[src/sv/bsd_pkg.sv]
// bsd_pkg: shared types, codes and tables of the bank switch and port decoder
// no dependencies; imported by the interfaces and by every module
`default_nettype none

package bsd_pkg;

    localparam int OP_W     = 2;
    localparam int ADDR_W   = 16;
    localparam int DATA_W   = 8;
    localparam int TGT_W    = 2;
    localparam int BANK_W   = 3;
    localparam int OFFSET_W = 14;
    localparam int STROBE_W = 8;
    localparam int SRC_W    = 3;
    localparam int PORT_W   = 2;
    localparam int MODE_W   = 2;
    localparam int MODEL_W  = 2;
    localparam int LAYOUT_W = 3;
    localparam int REGION_W = 2;

    typedef enum logic [OP_W-1:0] {
        OP_MEM_RD = 2'd0,
        OP_MEM_WR = 2'd1,
        OP_IO_WR  = 2'd2,
        OP_IO_RD  = 2'd3
    } op_t;

    typedef enum logic [TGT_W-1:0] {
        TGT_RAM  = 2'd0,
        TGT_LROM = 2'd1,
        TGT_UROM = 2'd2,
        TGT_IO   = 2'd3
    } target_t;

    typedef enum logic [SRC_W-1:0] {
        SRC_CRTC_STATUS = 3'd0,
        SRC_CRTC_REG    = 3'd1,
        SRC_PPI         = 3'd2,
        SRC_CONST_FF    = 3'd3,
        SRC_CONST_00    = 3'd4,
        SRC_NONE        = 3'd5
    } source_t;

    typedef enum logic [MODEL_W-1:0] {
        MODEL_SMALL   = 2'd0,
        MODEL_LARGE   = 2'd1,
        MODEL_COMPACT = 2'd2,
        MODEL_UNNAMED = 2'd3
    } model_t;

    // data bits 7..6 of a gate array write
    typedef enum logic [1:0] {
        GA_PEN    = 2'd0,
        GA_COLOUR = 2'd1,
        GA_MODE   = 2'd2,
        GA_RAMCFG = 2'd3
    } ga_func_t;

    // port bits 9..8 of a crtc access
    typedef enum logic [PORT_W-1:0] {
        CRTC_SELECT = 2'd0,
        CRTC_WRITE  = 2'd1,
        CRTC_STATUS = 2'd2,
        CRTC_READ   = 2'd3
    } crtc_func_t;

    localparam int STB_PEN    = 0;
    localparam int STB_COLOUR = 1;
    localparam int STB_MODE   = 2;
    localparam int STB_IRQ    = 3;
    localparam int STB_RAMCFG = 4;
    localparam int STB_CRTC_S = 5;
    localparam int STB_CRTC_W = 6;
    localparam int STB_PPI    = 7;

    localparam int REGION_LOW  = 0;
    localparam int REGION_HIGH = 3;

    localparam logic [BANK_W-1:0] BANK_TABLE [8][4] = '{
        '{3'd0, 3'd1, 3'd2, 3'd3},
        '{3'd0, 3'd1, 3'd2, 3'd7},
        '{3'd4, 3'd5, 3'd6, 3'd7},
        '{3'd0, 3'd3, 3'd2, 3'd7},
        '{3'd0, 3'd4, 3'd2, 3'd3},
        '{3'd0, 3'd5, 3'd2, 3'd3},
        '{3'd0, 3'd6, 3'd2, 3'd3},
        '{3'd0, 3'd7, 3'd2, 3'd3}
    };

    typedef struct packed {
        logic [MODE_W-1:0]   video_mode;
        logic                lower_rom_off;
        logic                upper_rom_off;
        logic [LAYOUT_W-1:0] bank_layout;
    } bsd_state_t;

    typedef struct packed {
        logic [STROBE_W-1:0] write_strobes;
        source_t             read_source;
        logic [PORT_W-1:0]   chip_port;
    } bsd_io_res_t;

    typedef struct packed {
        target_t             target;
        logic [BANK_W-1:0]   ram_bank;
        logic [OFFSET_W-1:0] bank_offset;
    } bsd_mem_res_t;

endpackage

`default_nettype wire

[src/sv/bsd_req_if.sv]
// bsd_req_if: valid/ready channel carrying one bus transaction into the decoder
// depends on bsd_pkg for field widths
`default_nettype none

interface bsd_req_if
    import bsd_pkg::*;
();
    logic              valid;
    logic              ready;
    logic [OP_W-1:0]   operation;
    logic [ADDR_W-1:0] address;
    logic [DATA_W-1:0] write_value;

    modport source (output valid, output operation, output address, output write_value,
                    input ready);
    modport sink   (input valid, input operation, input address, input write_value,
                    output ready);
endinterface

`default_nettype wire

[src/sv/bsd_rsp_if.sv]
// bsd_rsp_if: valid/ready channel carrying one decode result out of the block
// depends on bsd_pkg for field widths
`default_nettype none

interface bsd_rsp_if
    import bsd_pkg::*;
();
    logic                valid;
    logic                ready;
    logic [TGT_W-1:0]    target;
    logic [BANK_W-1:0]   ram_bank;
    logic [OFFSET_W-1:0] bank_offset;
    logic [STROBE_W-1:0] write_strobes;
    logic [SRC_W-1:0]    read_source;
    logic [PORT_W-1:0]   chip_port;
    logic [MODE_W-1:0]   screen_mode;

    modport source (output valid, output target, output ram_bank, output bank_offset,
                    output write_strobes, output read_source, output chip_port,
                    output screen_mode, input ready);
    modport sink   (input valid, input target, input ram_bank, input bank_offset,
                    input write_strobes, input read_source, input chip_port,
                    input screen_mode, output ready);
endinterface

`default_nettype wire

[src/sv/bsd_io_decode.sv]
// bsd_io_decode: i/o write strobes, i/o read source and gate array state update
// depends on bsd_pkg
`default_nettype none

module bsd_io_decode
    import bsd_pkg::*;
(
    input  wire op_t               operation,
    input  wire logic [ADDR_W-1:0] address,
    input  wire logic [DATA_W-1:0] write_value,
    input  wire logic              large_model,
    input  wire bsd_state_t        state_cur,
    output bsd_io_res_t            io_res,
    output bsd_state_t             state_next
);

    logic              is_wr;
    logic              is_rd;
    logic              ga_sel;
    logic              crtc_sel;
    ga_func_t          ga_func;
    logic [PORT_W-1:0] func;
    logic              mode_wr;

    always_comb
    begin
        is_wr    = (operation == OP_IO_WR);
        is_rd    = (operation == OP_IO_RD);
        ga_sel   = !address[15] && address[14];
        crtc_sel = !address[14];
        ga_func  = ga_func_t'(write_value[7:6]);
        func     = address[9:8];
        mode_wr  = is_wr && ga_sel && (ga_func == GA_MODE);

        io_res.write_strobes             = '0;
        io_res.write_strobes[STB_PEN]    = is_wr && ga_sel && (ga_func == GA_PEN);
        io_res.write_strobes[STB_COLOUR] = is_wr && ga_sel && (ga_func == GA_COLOUR);
        io_res.write_strobes[STB_MODE]   = mode_wr;
        io_res.write_strobes[STB_IRQ]    = mode_wr && write_value[4];
        io_res.write_strobes[STB_RAMCFG] = is_wr && !address[15] && (ga_func == GA_RAMCFG)
                                           && large_model;
        io_res.write_strobes[STB_CRTC_S] = is_wr && crtc_sel && (func == CRTC_SELECT);
        io_res.write_strobes[STB_CRTC_W] = is_wr && crtc_sel && (func == CRTC_WRITE);
        io_res.write_strobes[STB_PPI]    = is_wr && !crtc_sel && !address[11];

        io_res.read_source = SRC_NONE;
        if (is_rd)
        begin
            if (crtc_sel)
            begin
                unique case (crtc_func_t'(func))
                    CRTC_STATUS: io_res.read_source = SRC_CRTC_STATUS;
                    CRTC_READ:   io_res.read_source = SRC_CRTC_REG;
                    default:     io_res.read_source = SRC_CONST_FF;
                endcase
            end
            else if (!address[11])
            begin
                io_res.read_source = SRC_PPI;
            end
            else
            begin
                io_res.read_source = SRC_CONST_00;
            end
        end

        io_res.chip_port = (is_wr || is_rd) ? func : '0;

        state_next = state_cur;
        if (mode_wr)
        begin
            state_next.video_mode    = write_value[1:0];
            state_next.lower_rom_off = write_value[2];
            state_next.upper_rom_off = write_value[3];
        end
        if (io_res.write_strobes[STB_RAMCFG])
        begin
            state_next.bank_layout = write_value[LAYOUT_W-1:0];
        end
    end

endmodule

`default_nettype wire

[src/sv/bsd_mem_map.sv]
// bsd_mem_map: maps a memory transaction to ram bank or rom through the bank table
// depends on bsd_pkg
`default_nettype none

module bsd_mem_map
    import bsd_pkg::*;
(
    input  wire op_t               operation,
    input  wire logic [ADDR_W-1:0] address,
    input  wire logic              large_model,
    input  wire bsd_state_t        state_cur,
    output bsd_mem_res_t           mem_res
);

    logic [REGION_W-1:0] region;
    logic [LAYOUT_W-1:0] layout;

    always_comb
    begin
        region = address[ADDR_W-1:OFFSET_W];
        layout = large_model ? state_cur.bank_layout : '0;

        mem_res.target      = TGT_IO;
        mem_res.ram_bank    = '0;
        mem_res.bank_offset = '0;

        unique case (operation) inside
            OP_MEM_RD, OP_MEM_WR:
            begin
                mem_res.target      = TGT_RAM;
                mem_res.ram_bank    = BANK_TABLE[layout][region];
                mem_res.bank_offset = address[OFFSET_W-1:0];
                if (operation == OP_MEM_RD)
                begin
                    if ((region == REGION_W'(REGION_LOW)) && !state_cur.lower_rom_off)
                    begin
                        mem_res.target   = TGT_LROM;
                        mem_res.ram_bank = '0;
                    end
                    else if ((region == REGION_W'(REGION_HIGH)) && !state_cur.upper_rom_off)
                    begin
                        mem_res.target   = TGT_UROM;
                        mem_res.ram_bank = '0;
                    end
                end
            end
            default:
            begin
                mem_res.target = TGT_IO;
            end
        endcase
    end

endmodule

`default_nettype wire

[src/sv/bank_switch_and_port_decoder.sv]
// bank_switch_and_port_decoder: input register, decode logic, result register
// an accepted transaction is held in the input register, decoded, and loaded into the result register
// throughput: one transaction per cycle unless rsp.ready stalls the two-register pipeline
// reset: rst_n clears valids, machine model, video mode, rom disables and bank layout
// depends on bsd_pkg, bsd_req_if, bsd_rsp_if, bsd_io_decode, bsd_mem_map
`default_nettype none

module bank_switch_and_port_decoder
    import bsd_pkg::*;
(
    input  wire logic           clk,
    input  wire logic           rst_n,
    input  wire logic           cfg_we,
    input  wire logic [MODEL_W-1:0] cfg_data,
    bsd_req_if.sink             req,
    bsd_rsp_if.source           rsp
);

    logic              in_valid_reg;
    op_t               in_op_reg;
    logic [ADDR_W-1:0] in_addr_reg;
    logic [DATA_W-1:0] in_data_reg;

    model_t            model_reg;
    bsd_state_t        state_reg;
    bsd_state_t        state_next;

    logic              out_valid_reg;
    bsd_io_res_t       io_res;
    bsd_mem_res_t      mem_res;
    bsd_io_res_t       io_res_reg;
    bsd_mem_res_t      mem_res_reg;
    logic [MODE_W-1:0] mode_out_reg;

    logic              large_model;
    logic              out_adv;
    logic              in_adv;

    assign large_model = (model_reg == MODEL_LARGE);
    assign out_adv     = !out_valid_reg || rsp.ready;
    assign in_adv      = !in_valid_reg || out_adv;
    assign req.ready   = in_adv;

    bsd_io_decode u_io_decode (
        .operation   (in_op_reg),
        .address     (in_addr_reg),
        .write_value (in_data_reg),
        .large_model (large_model),
        .state_cur   (state_reg),
        .io_res      (io_res),
        .state_next  (state_next)
    );

    bsd_mem_map u_mem_map (
        .operation   (in_op_reg),
        .address     (in_addr_reg),
        .large_model (large_model),
        .state_cur   (state_reg),
        .mem_res     (mem_res)
    );

    always_ff @(posedge clk or negedge rst_n)
    begin
        if (!rst_n)
        begin
            model_reg <= MODEL_SMALL;
        end
        else if (cfg_we)
        begin
            model_reg <= model_t'(cfg_data);
        end
    end

    always_ff @(posedge clk or negedge rst_n)
    begin
        if (!rst_n)
        begin
            in_valid_reg <= 1'b0;
        end
        else if (in_adv)
        begin
            in_valid_reg <= req.valid;
        end
    end

    always_ff @(posedge clk)
    begin
        if (in_adv && req.valid)
        begin
            in_op_reg   <= op_t'(req.operation);
            in_addr_reg <= req.address;
            in_data_reg <= req.write_value;
        end
    end

    // state moves with the transaction leaving the input register
    always_ff @(posedge clk or negedge rst_n)
    begin
        if (!rst_n)
        begin
            state_reg     <= '0;
            out_valid_reg <= 1'b0;
        end
        else if (out_adv)
        begin
            out_valid_reg <= in_valid_reg;
            if (in_valid_reg)
            begin
                state_reg <= state_next;
            end
        end
    end

    always_ff @(posedge clk)
    begin
        if (out_adv && in_valid_reg)
        begin
            io_res_reg   <= io_res;
            mem_res_reg  <= mem_res;
            mode_out_reg <= state_next.video_mode;
        end
    end

    assign rsp.valid         = out_valid_reg;
    assign rsp.target        = mem_res_reg.target;
    assign rsp.ram_bank      = mem_res_reg.ram_bank;
    assign rsp.bank_offset   = mem_res_reg.bank_offset;
    assign rsp.write_strobes = io_res_reg.write_strobes;
    assign rsp.read_source   = io_res_reg.read_source;
    assign rsp.chip_port     = io_res_reg.chip_port;
    assign rsp.screen_mode   = mode_out_reg;

    a_rom_no_bank: assert property (@(posedge clk) disable iff (!rst_n)
        out_valid_reg && (mem_res_reg.target == TGT_LROM || mem_res_reg.target == TGT_UROM)
        |-> mem_res_reg.ram_bank == '0)
        else $error("rom result carries a ram bank");

    a_strobe_io_only: assert property (@(posedge clk) disable iff (!rst_n)
        out_valid_reg && (io_res_reg.write_strobes != '0)
        |-> mem_res_reg.target == TGT_IO)
        else $error("write strobes on a memory transaction");

    a_source_io_only: assert property (@(posedge clk) disable iff (!rst_n)
        out_valid_reg && (io_res_reg.read_source != SRC_NONE)
        |-> mem_res_reg.target == TGT_IO && io_res_reg.write_strobes == '0)
        else $error("read source on a non io-read transaction");

    a_stall_blocks_input: assert property (@(posedge clk) disable iff (!rst_n)
        in_valid_reg && out_valid_reg && !rsp.ready |-> !req.ready)
        else $error("input taken while pipeline is full");

    a_state_hold: assert property (@(posedge clk) disable iff (!rst_n)
        !(in_valid_reg && out_adv) |=> $stable(state_reg))
        else $error("state changed without a transaction");

endmodule

`default_nettype wire
[src/flat_wrapper.sv]
// flat-port wrapper written by rule: the top's interface ports become plain ports
module bank_switch_and_port_decoder_flat import bsd_pkg::*;
  (clk, rst_n, cfg_we, cfg_data, req_valid, req_operation, req_address, req_write_value, req_ready, rsp_valid, rsp_target, rsp_ram_bank, rsp_bank_offset, rsp_write_strobes, rsp_read_source, rsp_chip_port, rsp_screen_mode, rsp_ready);
  bsd_req_if req_i ();
  bsd_rsp_if rsp_i ();
  input  wire logic clk;
  input  wire logic rst_n;
  input  wire logic cfg_we;
  input  wire logic [MODEL_W-1:0] cfg_data;
  input wire logic [$bits(req_i.valid)-1:0] req_valid;
  input wire logic [$bits(req_i.operation)-1:0] req_operation;
  input wire logic [$bits(req_i.address)-1:0] req_address;
  input wire logic [$bits(req_i.write_value)-1:0] req_write_value;
  output wire logic [$bits(req_i.ready)-1:0] req_ready;
  output wire logic [$bits(rsp_i.valid)-1:0] rsp_valid;
  output wire logic [$bits(rsp_i.target)-1:0] rsp_target;
  output wire logic [$bits(rsp_i.ram_bank)-1:0] rsp_ram_bank;
  output wire logic [$bits(rsp_i.bank_offset)-1:0] rsp_bank_offset;
  output wire logic [$bits(rsp_i.write_strobes)-1:0] rsp_write_strobes;
  output wire logic [$bits(rsp_i.read_source)-1:0] rsp_read_source;
  output wire logic [$bits(rsp_i.chip_port)-1:0] rsp_chip_port;
  output wire logic [$bits(rsp_i.screen_mode)-1:0] rsp_screen_mode;
  input wire logic [$bits(rsp_i.ready)-1:0] rsp_ready;
  assign req_i.valid = req_valid;
  assign req_i.operation = req_operation;
  assign req_i.address = req_address;
  assign req_i.write_value = req_write_value;
  assign req_ready = req_i.ready;
  assign rsp_valid = rsp_i.valid;
  assign rsp_target = rsp_i.target;
  assign rsp_ram_bank = rsp_i.ram_bank;
  assign rsp_bank_offset = rsp_i.bank_offset;
  assign rsp_write_strobes = rsp_i.write_strobes;
  assign rsp_read_source = rsp_i.read_source;
  assign rsp_chip_port = rsp_i.chip_port;
  assign rsp_screen_mode = rsp_i.screen_mode;
  assign rsp_i.ready = rsp_ready;
  bank_switch_and_port_decoder u_core (.clk(clk), .rst_n(rst_n), .cfg_we(cfg_we), .cfg_data(cfg_data), .req(req_i), .rsp(rsp_i));
endmodule
[config.mk]
export PLATFORM = sky130hd
export DESIGN_NAME = bank_switch_and_port_decoder_flat
export DESIGN_NICKNAME = d
export VERILOG_FILES = /design/src/sv/bsd_pkg.sv /design/src/sv/bsd_req_if.sv /design/src/sv/bsd_rsp_if.sv /design/src/sv/bsd_io_decode.sv /design/src/sv/bsd_mem_map.sv /design/src/sv/bank_switch_and_port_decoder.sv /design/src/flat_wrapper.sv
export SDC_FILE = /design/constraint.sdc
export NUM_CORES = 1
export LEC_CHECK = 0
export ABC_AREA = 1
export BUFFER_PORTS_ARGS = -buffer_cell sky130_fd_sc_hd__buf_4
export CELL_PAD_IN_SITES_DETAIL_PLACEMENT = 1
export CELL_PAD_IN_SITES_GLOBAL_PLACEMENT = 1
export CORE_MARGIN = 5
export CORE_UTILIZATION = 31
export CTS_BUF_LIST = sky130_fd_sc_hd__clkbuf_8
export DETAILED_ROUTE_END_ITERATION = 6
export PLACE_DENSITY_LB_ADDON = 0.08
export SYNTH_ARGS = -nofsm -noshare
export SYNTH_HDL_FRONTEND = slang
export SYNTH_SLANG_ARGS = --single-unit
[constraint.sdc]
create_clock -name clk -period 2.08 [get_ports clk]
set_input_delay 0.52 -clock clk [delete_from_list [all_inputs] [get_ports clk]]
set_output_delay 0.52 -clock clk [all_outputs]
set_load 0.02 [all_outputs]
* Yosys cells after proc, flatten, opt, wreduce, memory -nomap -nowiden *
Memory sizes are Yosys's and may differ from the RTL's.
Cells that the tools add are included.

cells by class
  $lt $le $gt $ge = 2
  equal/unequal tests = 11
  mux-type cells = 13
  bitwise logic cells = 2
  reduce and logical (&&, ||, !) cells = 36

operators by type and width
  cell                                           number
  2-to-1 mux 12 bit                              2
  logical AND 1 bit                              18
  2-to-1 mux 3 bit                               5
  2-to-1 mux 5 bit                               3
  == test 2 bit, second input constant           7
  == test 2 x 1 -> 1 bit, second input constant  4
  zero test 2 bit                                4
  zero test 1 bit                                7
  binary-select mux 3 bit (select 2 bit)         1
  AND reduction 3 bit                            2
  >= comparator 4 bit, second input constant     1
  2-to-1 mux 4 bit                               1
  inverter 3 -> 4 bit                            1
  one-hot mux 2 bit (2 select lines)             1
  >= comparator 3 bit, second input constant     1
  logical OR 1 bit                               3
  inverter 2 -> 3 bit                            1
  AND reduction 2 bit                            1
  OR reduction 2 bit                             1

storage, ports and cells
  flip-flop bits (word level) = 71
  bits in read-only memories = 96
  input bits = 33
  word-level logic and storage cells = 82
  memories kept = 1

memories
  name             words  width  read ports  clocked after Yosys merged registers in  write ports  line               text
  (no name shown)  8      12     1           0                                        0            bsd_mem_map.sv:31  mem_res.ram_bank = BANK_TABLE[layout][region];

* Depth between registers and ports, before layout *
Gate-level depths: netlist of run 1.

  word-level depth = 12
  mapped depth = 8
  depth with buffers taken out = 8

* Cells and area by module *
A second synthesis of run 1 with hierarchy kept.

second synthesis, totals
  cell total of the unflattened synthesis = 240
  area total of the unflattened synthesis = 2811.4 µm²

modules (own cells, without submodules)
  module                        times used  cells each  area an instance (µm²)  seq. area each (µm²)
  bank_switch_and_port_decoder  1           109         2240.9                  2077.0
  bsd_io_decode                 1           67          304.0                   0.0
  bsd_mem_map                   1           64          266.5                   0.0

* Least setup slack after synthesis of run 1 *
No wires, ideal clock.

  path kind = register -> register
  start point = reg u_core.out_valid_reg, in the netlist u_core.rsp.valid
  end point = reg u_core.in_addr_reg[0], enable pin
  setup time = 0.380 ns
  data arrival time = 1.398 ns
  setup slack = 0.303 ns
  stages on the path, launching flop included = 6
  path buffers = 0
  cells stage by stage = dfrtp_1 -> inv_1 -> nor2_1 -> nand2_1 -> nand2_1 -> inv_1

between the ends
  longest elaborated chain between the ends = 4

ends and longest elaborated chain
  item                      line                                 text
  start: declaration        bank_switch_and_port_decoder.sv:28   logic out_valid_reg;
  start signal: assignment  bank_switch_and_port_decoder.sv:106  out_valid_reg <= in_valid_reg;
  zero test 1 bit           bank_switch_and_port_decoder.sv:40   assign out_adv = !out_valid_reg || rsp.ready;
  logical OR 1 bit          bank_switch_and_port_decoder.sv:40
  logical OR 1 bit          bank_switch_and_port_decoder.sv:41   assign in_adv = !in_valid_reg || out_adv;
  named net req_ready       flat_wrapper.sv:14                   output wire logic [$bits(req_i.ready)-1:0] req_ready;
  logical AND 1 bit         bank_switch_and_port_decoder.sv:88   if (in_adv && req.valid)
  end signal: assignment    bank_switch_and_port_decoder.sv:91   in_addr_reg <= req.address;
  end: declaration          bank_switch_and_port_decoder.sv:21   logic [ADDR_W-1:0] in_addr_reg;

The timed path passes the listed nets, and every way through them passes these cells.
A chain may end at the register's enable or synchronous reset.

* Worst setup path after layout of run 1 *
  start point = reg u_core.out_valid_reg, in the netlist u_core.rsp.valid
  end point = out req_ready

between the ends
  longest elaborated chain between the ends = 3

ends and longest elaborated chain
  item              line
  zero test 1 bit   bank_switch_and_port_decoder.sv:40
  logical OR 1 bit  bank_switch_and_port_decoder.sv:40
  logical OR 1 bit  bank_switch_and_port_decoder.sv:41
  end: declaration  flat_wrapper.sv:14

No other way between the ends.

==> results of run 1 <==
## what timing repair did
item	CTS	global route
hold endpoints to repair	11	0
buffers inserted	0	0
hold buffers	1	0
## synthesized netlist by cell type
cell type and n:
sky130_fd_sc_hd__nand3_4 1, sky130_fd_sc_hd__mux2_2 1, sky130_fd_sc_hd__o21ai_0 11, sky130_fd_sc_hd__nand2_1 36
sky130_fd_sc_hd__a21oi_1 3, sky130_fd_sc_hd__buf_4 1, sky130_fd_sc_hd__inv_2 2, sky130_fd_sc_hd__nor2_1 24
sky130_fd_sc_hd__nand3_1 7, sky130_fd_sc_hd__dfrtp_1 11, sky130_fd_sc_hd__nor3_1 4, sky130_fd_sc_hd__clkbuf_1 1
sky130_fd_sc_hd__and2_1 1, sky130_fd_sc_hd__inv_1 35, sky130_fd_sc_hd__nand3_2 1, sky130_fd_sc_hd__nand2_2 2
sky130_fd_sc_hd__edfxtp_1 59, sky130_fd_sc_hd__clkinv_2 1, sky130_fd_sc_hd__nand4_1 1, sky130_fd_sc_hd__nor4_1 1
sky130_fd_sc_hd__nor2_4 3
## how the worst min path moves through the flow
stage / slack, ps / from / cells past startpoint / endpoint
finish: 350 / req_write_value[0] / 1 / u_core.in_data_reg[0]
global route: 310 / req_address[5] / 1 / u_core.in_addr_reg[5]
CTS: 330 / req_address[8] / 1 / u_core.in_addr_reg[8]
detailed placement: 370 / rst_n / 1 / u_core.rsp.valid
global placement: 370 / rst_n / 1 / u_core.in_valid_reg
floorplan: 220 / rst_n / 0 / u_core.in_valid_reg
## area by class of cell
| class | count | area [um^2] |
|---|---|---|
| clock buffer | 9 | 124 |
| clock inverter | 7 | 56.3 |
| fill | 920 | 4790 |
| inverter | 38 | 144 |
| multi-input combinational | 96 | 454 |
| sequential | 70 | 2050 |
| tap | 105 | 131 |
| timing repair buffer | 73 | 551 |
## where the power goes
group	switching [mW]	internal (mW)	total, mW	leakage [nW]
combinational	0.279	0.188	0.467	0.739
sequential	0.0601	1.69	1.75	0.714
clock	0.488	0.535	1.02	0.0990
## per-stage QoR
stage                     area (um^2)  hold slack, ps  utilization (%)  setup WS [ps]  power, mW
after global placement           3320             370             40.0            398       2.25
after detailed placement         3320             369             40.0            396       2.26
after floorplan                  2660             224                -            303       2.03
after CTS                        3510             330             42.3            264       3.30
final                            3510             352             42.3            300       3.24
after global routing             3510             311             42.3            152       3.42
## kinds of logic after synthesis
group                  Yosys count  share of synthesized area (%)
and+or+nand+nor                 81                           14.0
DFF                             70                           77.1
buffers and inverters           40                           5.84
AOI/OAI and AO/OA               14                           2.64
muxes                            1                          0.424
## layer usage
metal | routed length [um] | global-route usage (%) | vias to the layer above
met3 | 337 | 4.26 | 10
met4 | 94 | 5.75 | 0
met1 | 2280 | 13.0 | 753
met5 | 0 | 0 | -
li1 | - | - | 842
met2 | 2550 | 16.8 | 44
==> impl_table.tex, run 1 <==
\begin{tabular}{lr}
\hline
Metric & Value \\
\hline
\multicolumn{2}{l}{\textbf{Global route}} \\
\quad Largest net degree at the start of global routing & 26 \\
\quad Global routing usage summed across all routing layers & between 10 and 15\% \\
\quad Via count of the first global-routing pass & 1,729 \\
\quad Number of antenna violations at the first check in global routing & 0 \\
\quad Grt total ovfl & 0 \\
\quad Wire length of the first global-routing pass & 8280 um \\
\multicolumn{2}{l}{\textbf{Power and ir drop}} \\
\quad Power density normalized to cell area & around 920 nW/um\^{}2 \\
\quad Peak supply drop & 0.311 mV \\
\quad Leakage power of the design & 1.55 nW \\
\multicolumn{2}{l}{\textbf{Timing}} \\
\quad Worst clock skew on the final layout & 6.46 ps \\
\quad Setup repair after global routing missed its margin & no \\
\quad Fmax & between 0.5 and 0.6 GHz \\
\quad Final Hold Viols & 0 \\
\quad Final Critical Period & 1780 ps \\
\quad Transition time at the pin with the least slew margin & between 300 and 400 ps \\
\quad \# setup viols final & 0 \\
\quad Setup total negative slack & 0 ps \\
\quad Max-slew headroom & 73.6\% \\
\quad Max-slew violation count & 0 \\
\quad Final critical-path share of the clock period & a little under nine tenths \\
\multicolumn{2}{l}{\textbf{Drt}} \\
\quad Average wire per cell in the routed design & between 10 and 15 um \\
\quad ANT nets after route & 0 \\
\quad Via/cell ratio & 4.14 \\
\quad First-pass iteration count of the detailed router & 4 \\
\quad Number of remaining DRC errors & 0 \\
\quad Final Routed Wirelength & roughly 5300 um \\
\quad Iteration-0 DRC count of the detailed router & 27 \\
\quad Via count of the routed design & roughly 1,600 \\
\multicolumn{2}{l}{\textbf{Critical path}} \\
\quad Number of buffer and inverter instances along the worst setup path & 2 \\
\quad Start point of the critical path & u\_core.rsp.valid \\
\quad Family with the most delay on the worst path & flip-flops \\
\quad End point of the critical path & req\_ready \\
\quad Critical path launch point type & register \\
\quad Slack of the worst reg-to-reg path & 650 ps \\
\quad Total stage count of the critical path & 4 \\
\quad Arrival time of the worst setup path & 1260 ps \\
\quad Depth of the worst register-to-register path & 4 \\
\quad Largest stage delay on the critical path & 360 ps \\
\quad Slowest library cell on the worst path & sky130\_fd\_sc\_hd\_\_dfrtp\_1 \\
\quad Capturing point of the worst reg2reg path & u\_core.rsp.bank\_offset[4] \\
\quad CP Capture Type & output pin \\
\quad Data required time at the worst endpoint & about 1600 ps \\
\quad Maximum fanout along the worst path & 3 \\
\quad Crit path kind & register to output pin \\
\quad Critical path, cell by cell & inv\_1 > nor2\_1 > nand2\_1 > buf\_4 \\
\quad Reg2Reg Launch Point & u\_core.rsp.valid \\
\multicolumn{2}{l}{\textbf{Final layout}} \\
\quad Post-layout net count & 321 \\
\quad Ratio of cells with drive above 1 in the final layout & 32.8\% \\
\quad Most frequent cells in the layout & 72 x sky130\_fd\_sc\_hd\_\_buf\_4, 59 x sky130\_fd\_sc\_hd\_\_edfxtp\_1, 36 x sky130\_fd\_sc\_hd\_\_inv\_1, 36 x sky130\_fd\_sc\_hd\_\_nand2\_1, 24 x sky130\_fd\_sc\_hd\_\_nor2\_1 \\
\quad Synth-to-layout area growth & 32.0\% \\
\quad Diodes inserted & 0 \\
\quad Commonest non-fill, non-tap cell in the layout & sky130\_fd\_sc\_hd\_\_buf\_4 \\
\quad Max FFs per register & 16 \\
\quad Number of non-filler instances in the completed layout & between 300 and 400 \\
\multicolumn{2}{l}{\textbf{Floorplanning}} \\
\quad Row count & 33 \\
\quad Effective utilization at floorplan & 32.0\% \\
\quad Core footprint & 8300 um\^{}2 \\
\quad Number of primary I/O pins & 69 \\
\quad Total Die Area & 10,500 um\^{}2 \\
\quad Horizontal extent of the die & 103 um \\
\quad Chip Height & 103 um \\
\multicolumn{2}{l}{\textbf{Placement}} \\
\quad Number of port buffers & 67 \\
\quad Instance count after placement with tap cells included & approximately 380 \\
\quad Detailed Place HPWL & 3890 um \\
\quad Final weighted congestion in routability-driven placement & approximately 0.71 \\
\multicolumn{2}{l}{\textbf{Clock network}} \\
\quad Number of buffers on the longest clock path & 2 \\
\quad TritonCTS clock tree & done \\
\quad Num Clock Sinks & 70 \\
\quad Root buffer selected by CTS & sky130\_fd\_sc\_hd\_\_clkbuf\_8 \\
\quad TritonCTS Buffers & 9 \\
\quad Clock slew seen by the registers of the worst setup and hold paths & roughly 70 ps \\
\quad PostCTS Resize Cnt & 0 \\
\quad Insertion delay of the later-clocked pin in the worst-skew pair & 340 ps \\
\quad H-tree level count & 3 \\
\multicolumn{2}{l}{\textbf{Flow run}} \\
\quad Total of max-cap violations & 0 \\
\multicolumn{2}{l}{\textbf{Synth}} \\
\quad FF+latch count, synth & 70 \\
\quad Library cell with the largest summed area after synthesis & sky130\_fd\_sc\_hd\_\_edfxtp\_1 \\
\quad Post-synthesis cell count & 206 \\
\quad Share of the yosys chip area belonging to registers & 77.1\% \\
\quad Dominant cells by area after synthesis & sky130\_fd\_sc\_hd\_\_edfxtp\_1 67\%, sky130\_fd\_sc\_hd\_\_dfrtp\_1 10\%, sky130\_fd\_sc\_hd\_\_nand2\_1 5.1\% \\
\quad Area share of the leading cell type in the synthesized netlist & 66.7\% \\
\quad Number of distinct standard cells referenced by the synthesized netlist & 21 \\
\quad Warnings, synthesis & 0 \\
\quad Mapped cell area & 2660 um\^{}2 \\
\quad Number of nets in the synthesized netlist & about 240 \\
\quad Average footprint of a synthesized cell & 12.9 um\^{}2 \\
\multicolumn{2}{l}{\textbf{Hold path}} \\
\quad Path class of the lowest-slack min-delay path & input pin to register \\
\multicolumn{2}{l}{\textbf{Run status}} \\
\quad Run status & completed \\
\hline
\end{tabular}
(Power assumes the default switching activity.)
==> run 2: changes to the inputs <==
==> constraint.sdc (replaced) <==
create_clock -name clk -period 2.08 [get_ports clk]
set_input_delay 0.52 -clock clk [delete_from_list [all_inputs] [get_ports clk]]
set_output_delay 0.52 -clock clk [all_outputs]
set_load 0.005 [all_outputs]
==> impl_table.tex, run 2 (synthesis results as in run 1) <==
\begin{tabular}{lr}
\hline
Metric & Value \\
\hline
\multicolumn{2}{l}{\textbf{Final layout}} \\
\quad Ratio of cells with drive above 1 in the final layout & 33.6\% \\
\quad Most frequent cells in the layout & 72 x sky130\_fd\_sc\_hd\_\_buf\_4, 59 x sky130\_fd\_sc\_hd\_\_edfxtp\_1, 36 x sky130\_fd\_sc\_hd\_\_nand2\_1 \\
\quad \# fillers & 900 \\
\quad Post-layout net count & 321 \\
\quad Cell area after layout & 3580 um\^{}2 \\
\quad Synth-to-layout area growth & 35.0\% \\
\quad Diodes inserted & 0 \\
\quad Commonest non-fill, non-tap cell in the layout & sky130\_fd\_sc\_hd\_\_buf\_4 \\
\quad Max FFs per register & 16 \\
\multicolumn{2}{l}{\textbf{Timing}} \\
\quad Final Hold Viols & 0 \\
\quad Fmax & 0.566 GHz \\
\quad Max-slew violation count & 0 \\
\quad Setup total negative slack & 0 ps \\
\quad \# setup viols final & 0 \\
\quad Max-slew headroom & a little under three quarters \\
\quad Final Critical Period & 1770 ps \\
\quad Setup repair after global routing missed its margin & no \\
\quad Transition time at the pin with the least slew margin & 422 ps \\
\quad Worst slack on hold paths & about 360 ps \\
\quad Final critical-path share of the clock period & 85.0\% \\
\quad Worst clock skew on the final layout & 7.43 ps \\
\multicolumn{2}{l}{\textbf{Critical path}} \\
\quad Data required time at the worst endpoint & 1560 ps \\
\quad Arrival time of the worst setup path & 1250 ps \\
\quad Critical path launch point type & register \\
\quad Slowest library cell on the worst path & sky130\_fd\_sc\_hd\_\_dfrtp\_1 \\
\quad Largest stage delay on the critical path & 350 ps \\
\quad Maximum fanout along the worst path & 3 \\
\quad CP Capture Type & output pin \\
\quad Critical path, cell by cell & inv\_1 > nor2\_1 > nand2\_1 > buf\_4 \\
\quad Crit path kind & register to output pin \\
\multicolumn{2}{l}{\textbf{Floorplanning}} \\
\quad Core footprint & 8300 um\^{}2 \\
\quad Number of primary I/O pins & slightly below 70 \\
\quad Total Die Area & between 10,000 and 15,000 um\^{}2 \\
\quad Horizontal extent of the die & 103 um \\
\quad Chip Height & 103 um \\
\quad Row count & 33 \\
\quad Effective utilization at floorplan & 32.0\% \\
\multicolumn{2}{l}{\textbf{Flow run}} \\
\quad Total of max-cap violations & 0 \\
\multicolumn{2}{l}{\textbf{Run status}} \\
\quad Run status & completed \\
\multicolumn{2}{l}{\textbf{Clock network}} \\
\quad Clock slew seen by the registers of the worst setup and hold paths & 80 ps \\
\quad TritonCTS Buffers & 9 \\
\quad Insertion delay of the later-clocked pin in the worst-skew pair & 330 ps \\
\quad Number of post-CTS setup repair buffers & 0 \\
\quad TritonCTS clock tree & done \\
\quad H-tree level count & 3 \\
\quad Root buffer selected by CTS & sky130\_fd\_sc\_hd\_\_clkbuf\_8 \\
\quad Number of buffers on the longest clock path & 2 \\
\quad Num Clock Sinks & 70 \\
\multicolumn{2}{l}{\textbf{Placement}} \\
\quad Detailed Place HPWL & 3920 um \\
\quad Final weighted congestion in routability-driven placement & just over 0.7 \\
\quad Number of port buffers & 67 \\
\quad Post-DP Area & about 3300 um\^{}2 \\
\multicolumn{2}{l}{\textbf{Global route}} \\
\quad Number of antenna violations at the first check in global routing & 0 \\
\quad Via count of the first global-routing pass & $\sim$1,700 \\
\quad Wire length of the first global-routing pass & 8200 um \\
\quad Grt total ovfl & 0 \\
\quad Global routing usage summed across all routing layers & 10.6\% \\
\quad Largest net degree at the start of global routing & 26 \\
\multicolumn{2}{l}{\textbf{Drt}} \\
\quad Number of remaining DRC errors & 0 \\
\quad ANT nets after route & 0 \\
\quad Iteration-0 DRC count of the detailed router & 40 \\
\quad Via/cell ratio & 4.19 \\
\quad Average wire per cell in the routed design & between 10 and 15 um \\
\quad First-pass iteration count of the detailed router & 4 \\
\quad Via count of the routed design & 1,662 \\
\quad Final Routed Wirelength & around 5400 um \\
\multicolumn{2}{l}{\textbf{Power and ir drop}} \\
\quad Peak supply drop & 0.391 mV \\
\quad Leakage power of the design & 1.58 nW \\
\quad Tot Pwr & around 3.5 mW \\
\quad Power density normalized to cell area & 990 nW/um\^{}2 \\
\multicolumn{2}{l}{\textbf{Hold path}} \\
\quad Path class of the lowest-slack min-delay path & input pin to register \\
\hline
\end{tabular}
run 2: metrics by stage:
stage,setup WS (ps),instances,utilization (%)
finish,312,397,43.2
global route,209,397,43.2
CTS,281,396,43.1
detailed placement,390,381,40.0
global placement,419,381,40.0
floorplan,397,206,-
run 2: power by group:
part | internal (mW) | switching [mW]
logic | 0.183 | 0.196
registers | 1.69 | 0.0631
clock network | 0.913 | 0.498
run 2: path summary, 6_finish.rpt:
check,from,endpoint,slack [ps],cells after the start
max,u_core.rsp.valid,req_ready,310,4
min,req_address[0],u_core.in_addr_reg[0],360,1
max reg2reg,u_core.rsp.valid,u_core.rsp.bank_offset[12],620,4
min reg2reg,u_core.state_reg[5],u_core.state_reg[5],480,2
max in group asynchronous,rst_n,u_core.state_reg[3],1340,2
min in group asynchronous,rst_n,u_core.rsp.valid,580,2
run 2: metal layers:
metal	part of all wire (%)	up-vias	GRT usage [%]
li1	-	840	-
met1	42	768	12.5
met2	50	48	17.2
met3	7.0	6	4.19
met4	1.2	0	4.84
met5	0	-	0
run 2: worst max-delay path: cells and delay by family (launching register included):
family	cells	cell delay, ps
AND/OR/NAND/NOR	2	360
flip-flops	1	350
buffers and inverters	2	210
run 2: area by class of cell:
type / count / area, um^2 / area share [%]
clock buffers: 9 / 124 / 3.46
well taps: 105 / 131 / 3.66
inverters: 38 / 144 / 4.01
flip-flops and latches: 70 / 2050 / 57.1
multi-input cells: 96 / 454 / 12.7
clock inverters: 6 / 134 / 3.73
repair buffers: 73 / 551 / 15.4
run 2: repair_timing:
action | 4_1_cts | 5_1_grt
gates resized for setup | 0 | 0
endpoints found under the hold margin | 0 | 11
setup endpoints to repair | 0 | 0
hold buffers | 0 | 1
